[config.mk]
export PLATFORM = sky130hd
export DESIGN_NAME = chkt_ram
export DESIGN_NICKNAME = d
export VERILOG_FILES = /design/src/rtl/chkt_ram.sv
export SDC_FILE = /design/constraint.sdc
export NUM_CORES = 2
export LEC_CHECK = 0
export BUFFER_PORTS_ARGS = -buffer_cell sky130_fd_sc_hd__buf_2
export CAP_MARGIN = 20
export CORE_UTILIZATION = 30
export DETAILED_ROUTE_END_ITERATION = 16
export PLACE_DENSITY = 0.51
export RECOVER_POWER = 100
export SLEW_MARGIN = 0
export SYNTH_ARGS = -nofsm -noshare
export SYNTH_HDL_FRONTEND = slang
export SYNTH_SLANG_ARGS = --single-unit
[constraint.sdc]
create_clock -name clk -period 4.1 [get_ports clk]
set_input_delay 0.205 -clock clk [delete_from_list [all_inputs] [get_ports clk]]
set_output_delay 0.205 -clock clk [all_outputs]
set_load 0.01 [all_outputs]
[src/rtl/chkt_ram.sv]
// generic single-write, single-read ram with registered read
module chkt_ram #(
  parameter int WIDTH = 8,
  parameter int DEPTH = 256
) (
  input  logic                     clk,
  input  logic                     we,
  input  logic [$clog2(DEPTH)-1:0] waddr,
  input  logic [WIDTH-1:0]         wdata,
  input  logic [$clog2(DEPTH)-1:0] raddr,
  output logic [WIDTH-1:0]         rdata
);

  logic [WIDTH-1:0] mem [DEPTH];

  // write port and registered read port
  always_ff @(posedge clk) begin
    if (we) begin
      mem[waddr] <= wdata;
    end
    rdata <= mem[raddr];
  end

endmodule

# == Yosys cells after proc, flatten, opt, wreduce, memory -nomap -nowiden ==
# Memories as Yosys holds them, arrays and structs flattened. A register that Yosys moved wholly into a read port is not among the register bits.
# Index checks and enable logic that the tools add are counted.
# word_totals
mem_bits_ro,0
n_memories,1
ramBits,2048
inputBits,26
out_inout_bits,8
regBits,0
latch_bits,0
wordCells,3
# memory_table
memory,depth,width,rd,rd_ports_with_merged_regs,wr,line,text
mem,256,8,1,1,1,14,logic [WIDTH-1:0] mem [DEPTH];
# classes
shift,0
eq_ne,0
mul,0
muxes,2
addsub,0
n_lt_le_gt_ge,0
div_mod_pow,0
bitwise_logic,0
reduce_logical,0
# ops
cell,n
1-bit 2-to-1 mux,2

# == Logic depth before layout (Yosys ltp) ==
# depth
word_depth,2
mapped_depth,11
ltp_nobuf,6

# == Worst setup path after synthesis ==
# No wires, ideal clock.
# synth_timing
kind,input port to flip-flop
start,input raddr[0]
end,register rdata[2] (read register of mem)
slack_ns,1.957
stages,9
n_path_buf,4
t_arrival_ns,2.012
setup_ns,0.131
required_time_ns,3.969
path_cell_list,buf_6 buf_12 buf_8 buf_2 mux4_2 a22oi_1 a21oi_1 nor4_1 nor4_2
# synth_rtl
item,line,text
"start, declared",10,"input logic [$clog2(DEPTH)-1:0] raddr,"
"end, declared",11,output logic [WIDTH-1:0] rdata

# == Final worst setup path ==
# layout_timing
start,input waddr[1]
end,memory mem[19][3] (enable)
# layout_rtl
item,line,text
"start, declared",8,"input logic [$clog2(DEPTH)-1:0] waddr,"
"end, declared",14,
# Straight into the memory's write port.

==> summary.txt <==
Synthesis
  • Synth async-reset ratio: 0
  • Synth Area in XOR/XNOR: 0
  • Synth Net Count: 3759
  • Post-Syn Area: 79560 um2
  • Synth cell types: 55
  • Synthesized flop and latch total: 2056
  • Top cells by area, synth: edfxtp_1 (77%), mux4_2 (13%), mux2i_1 (1.7%)
  • Adder-Cell Fraction of Synth Area: 0
  • Area share of the leading cell type in the synthesized netlist: 0.7730
  • Gate Count Post-Synth: 3733
  • Leading area contributor after synthesis: edfxtp_1
  • Main flop type after synthesis: edfxtp_1
  • Complex-gate fraction of the synthesized area: 0.03419
  • Largest family of logic cells by synthesized area: multiplexers
  • Post-synth EDFFs: 2048
  • Seq/Total Area, Yosys: 0.7750
  • Avg Cell Area, Syn: 21.31 um2
  • Synth Area in Simple Gates: 0.02628
  • Mux share of post-synthesis cell area: 0.1462
  • Syn. warnings: 0

Worst setup path
  • Kind of critical path: input port to flip-flop
  • Endpoint type of the worst setup path: flip-flop
  • CP Launch Type: input port
  • Crit Reg-Reg Endpoint: rdata[1]
  • R2R Setup Slk: 1.16 ns
  • Crit Path Max Fanout: 13
  • Worst Setup EP: mem[19][3]
  • Worst EP required: 4.49 ns
  • Critical register-to-register path startpoint: mem[51][1]
  • Worst reg-to-reg path cell count: 5
  • CP startpoint: waddr[1]
  • Critical path arrival: 3.78 ns

Floorplanning
  • Die W: 517.0 um
  • Starting Density: 0.3025
  • Cell row count: 188
  • I/O pins: 34
  • Die area: 267300 um2
  • Die Height: 517.0 um
  • CORE AREA: 263000 um2

CTS
  • Clk Latency, worst-skew pair: 0.86 ns
  • Clock Root Buffer: clkbuf_16
  • CTS tree: yes
  • Resized cells post-CTS: 0
  • Clock slew at reported path FFs: 0.06 ns
  • Clock Sinks: 2056
  • Cts bufs inserted: 213
  • H-tree lvl count: 4
  • CTS Buffer Depth: 3

GRT
  • Antenna violations before repair: 14
  • Gr ovfl total: 0
  • Vias in the first global route: 39990
  • All-Layer GR Usage: 0.1611
  • First-pass GRT wire length: 306600 um
  • Largest net degree at the start of global routing: 160

Pwr
  • P_leak: 0.02763 uW
  • Switch Pwr: 9755 uW
  • Sequential group share of total power: 0.528
  • Maximum vdd drop: 476.3 uV
  • Power Dens Cells: 482.1 nW/um2
  • Combinational fraction of design power: 0.050
  • Clk pwr share: 0.422
  • Internal Pwr Total: 34310 uW
  • Sw Share: 0.2214

Timing
  • Fmax: 295.3 MHz
  • Min Hold Slack: 0.1387 ns
  • Final setup violating endpoints: 0
  • Slew @ Worst Pin: 3.785 ns
  • Setup TNS Final: 0 ns
  • Setup ws final: 0.7138 ns
  • Fin. Hold Viols: 0
  • Fin. max-slew vios: 1115
  • Slew HR: -1.523
  • Fin crit period: 3.386 ns
  • Fin crit share: 0.8259
  • RSZ-0062 raised after global routing: false
  • Worst Clk Skew: 0.04122 ns

Detailed routing
  • Vias/cell: 5.044
  • Vias: 38970
  • Post-route ant nets: 0
  • WL per Instance: 27.94 um
  • Residual DRC count: 0
  • Routed WL: 215900 um
  • Iter 0 DRT Violations: 3996
  • 1st-pass router iterations: 5

Cells and area
  • Share of layout cells above drive strength 1: 0.2224
  • Syn-to-layout area delta: 14.88%
  • Finished Layout Cells: 7726
  • Most common cell after layout, fill and taps aside: edfxtp_1
  • Design area: 91390 um2
  • Nets: 4057
  • Most frequent cells in the layout: edfxtp_1 (2048), mux4_2 (454), nor2_1 (279)

Placed design
  • Dpl cells: 7324
  • Pre-CTS WS: 0.3964 ns
  • IO buf count: 33
  • DP HPWL: 132800 um
  • Area of placed instances: 85210 um2
  • Routability cong.: 0.8312

Status
  • Status: complete, but fails checks
  • Failing checks: capacitance limit, slew limit

Hold path
  • Worst hold path class: input port to flip-flop
  • Hold Crit Start: waddr[0]

Job
  • Max Cap Viol: 16
==> per-stage QoR <==
stage | utilization | power [uW]
after floorplan | - | 24760
after global placement | 0.3240 | 25900
after detailed placement | 0.3240 | 25920
after CTS | 0.3496 | 44460
after global routing | 0.3475 | 45290
final | 0.3475 | 44070
==> logic make-up after synthesis <==
group | Yosys count
DFF | 2056
muxes | 591
and+or+nand+nor | 466
AOI/OAI and AO/OA | 385
buffers and inverters | 235
==> routing by layer <==
metal / global-route usage / routed length (um) / vias up
li1: - / - / 16310
met4: 0.03729 / 4503 / 2
met1: 0.2210 / 93230 / 21180
met3: 0.02590 / 11710 / 281
met5: 0 / 13 / -
met2: 0.2677 / 106400 / 1197
==> power by group through the flow <==
| stage | clock network (uW) | logic (uW) | registers, uW |
|---|---|---|---|
| floorplan | 0 | 1130 | 23600 |
| global placement | 0 | 2220 | 23700 |
| detailed placement | 0 | 2230 | 23700 |
| CTS | 19000 | 2240 | 23200 |
| global route | 19700 | 2310 | 23300 |
| finish | 18600 | 2180 | 23300 |
==> what timing repair did <==
item	CTS	global route
setup buffers	0	0
hold endpoints to repair	211	5
hold buffers	6	1
==> critical path: stages <==
cell,delay [ns]
dlygate4sd3_1,0.57
clkbuf_1,0.23
nand4_1,0.14
clkbuf_1,1.83
nor2_1,0.77
==> cells in the mapped netlist (21+ instances only) <==
| master | n |
|---|---|
| buf_4 | 27 |
| nand3_1 | 34 |
| edfxtp_1 | 2048 |
| clkbuf_1 | 111 |
| buf_2 | 31 |
| a21oi_1 | 96 |
| a22oi_1 | 133 |
| nor3_1 | 22 |
| buf_1 | 22 |
| mux2i_1 | 134 |
| o22ai_1 | 28 |
| buf_6 | 21 |
| o221ai_1 | 46 |
| nand2_1 | 33 |
| nor2b_1 | 31 |
| nor4_1 | 24 |
| nor2_1 | 282 |
| mux4_2 | 454 |
==> how the worst min path moves through the flow <==
stage / slack, ns / depth (start not counted) / to
final: 0.14 / 3 / mem[171][3]
after detailed placement: 0.76 / 1 / mem[75][4]
after global placement: 0.74 / 1 / mem[78][4]
after global routing: 0.14 / 3 / mem[171][3]
after CTS: 0.01 / 4 / mem[163][1]
after floorplan: 0.30 / 0 / mem[0][0]
==> cell type report <==
class                           count  area [um2]
Antenna cell                        6       15.01
Clock buffer                      261        5532
Clock inverter                    128        1146
Fill cell                       24780      171600
Inverter                            2       7.507
Multi-Input combinational cell   1442       16510
Sequential cell                  2056       61660
Tap cell                         3515        4398
Timing Repair Buffer              316        2127
==> sequential cells by signal, summed over array words and instances, names as in the netlist <==
| register | count |
|---|---|
| rdata | 8 |
| mem | 2048 |
(Power assumes the default switching activity.)
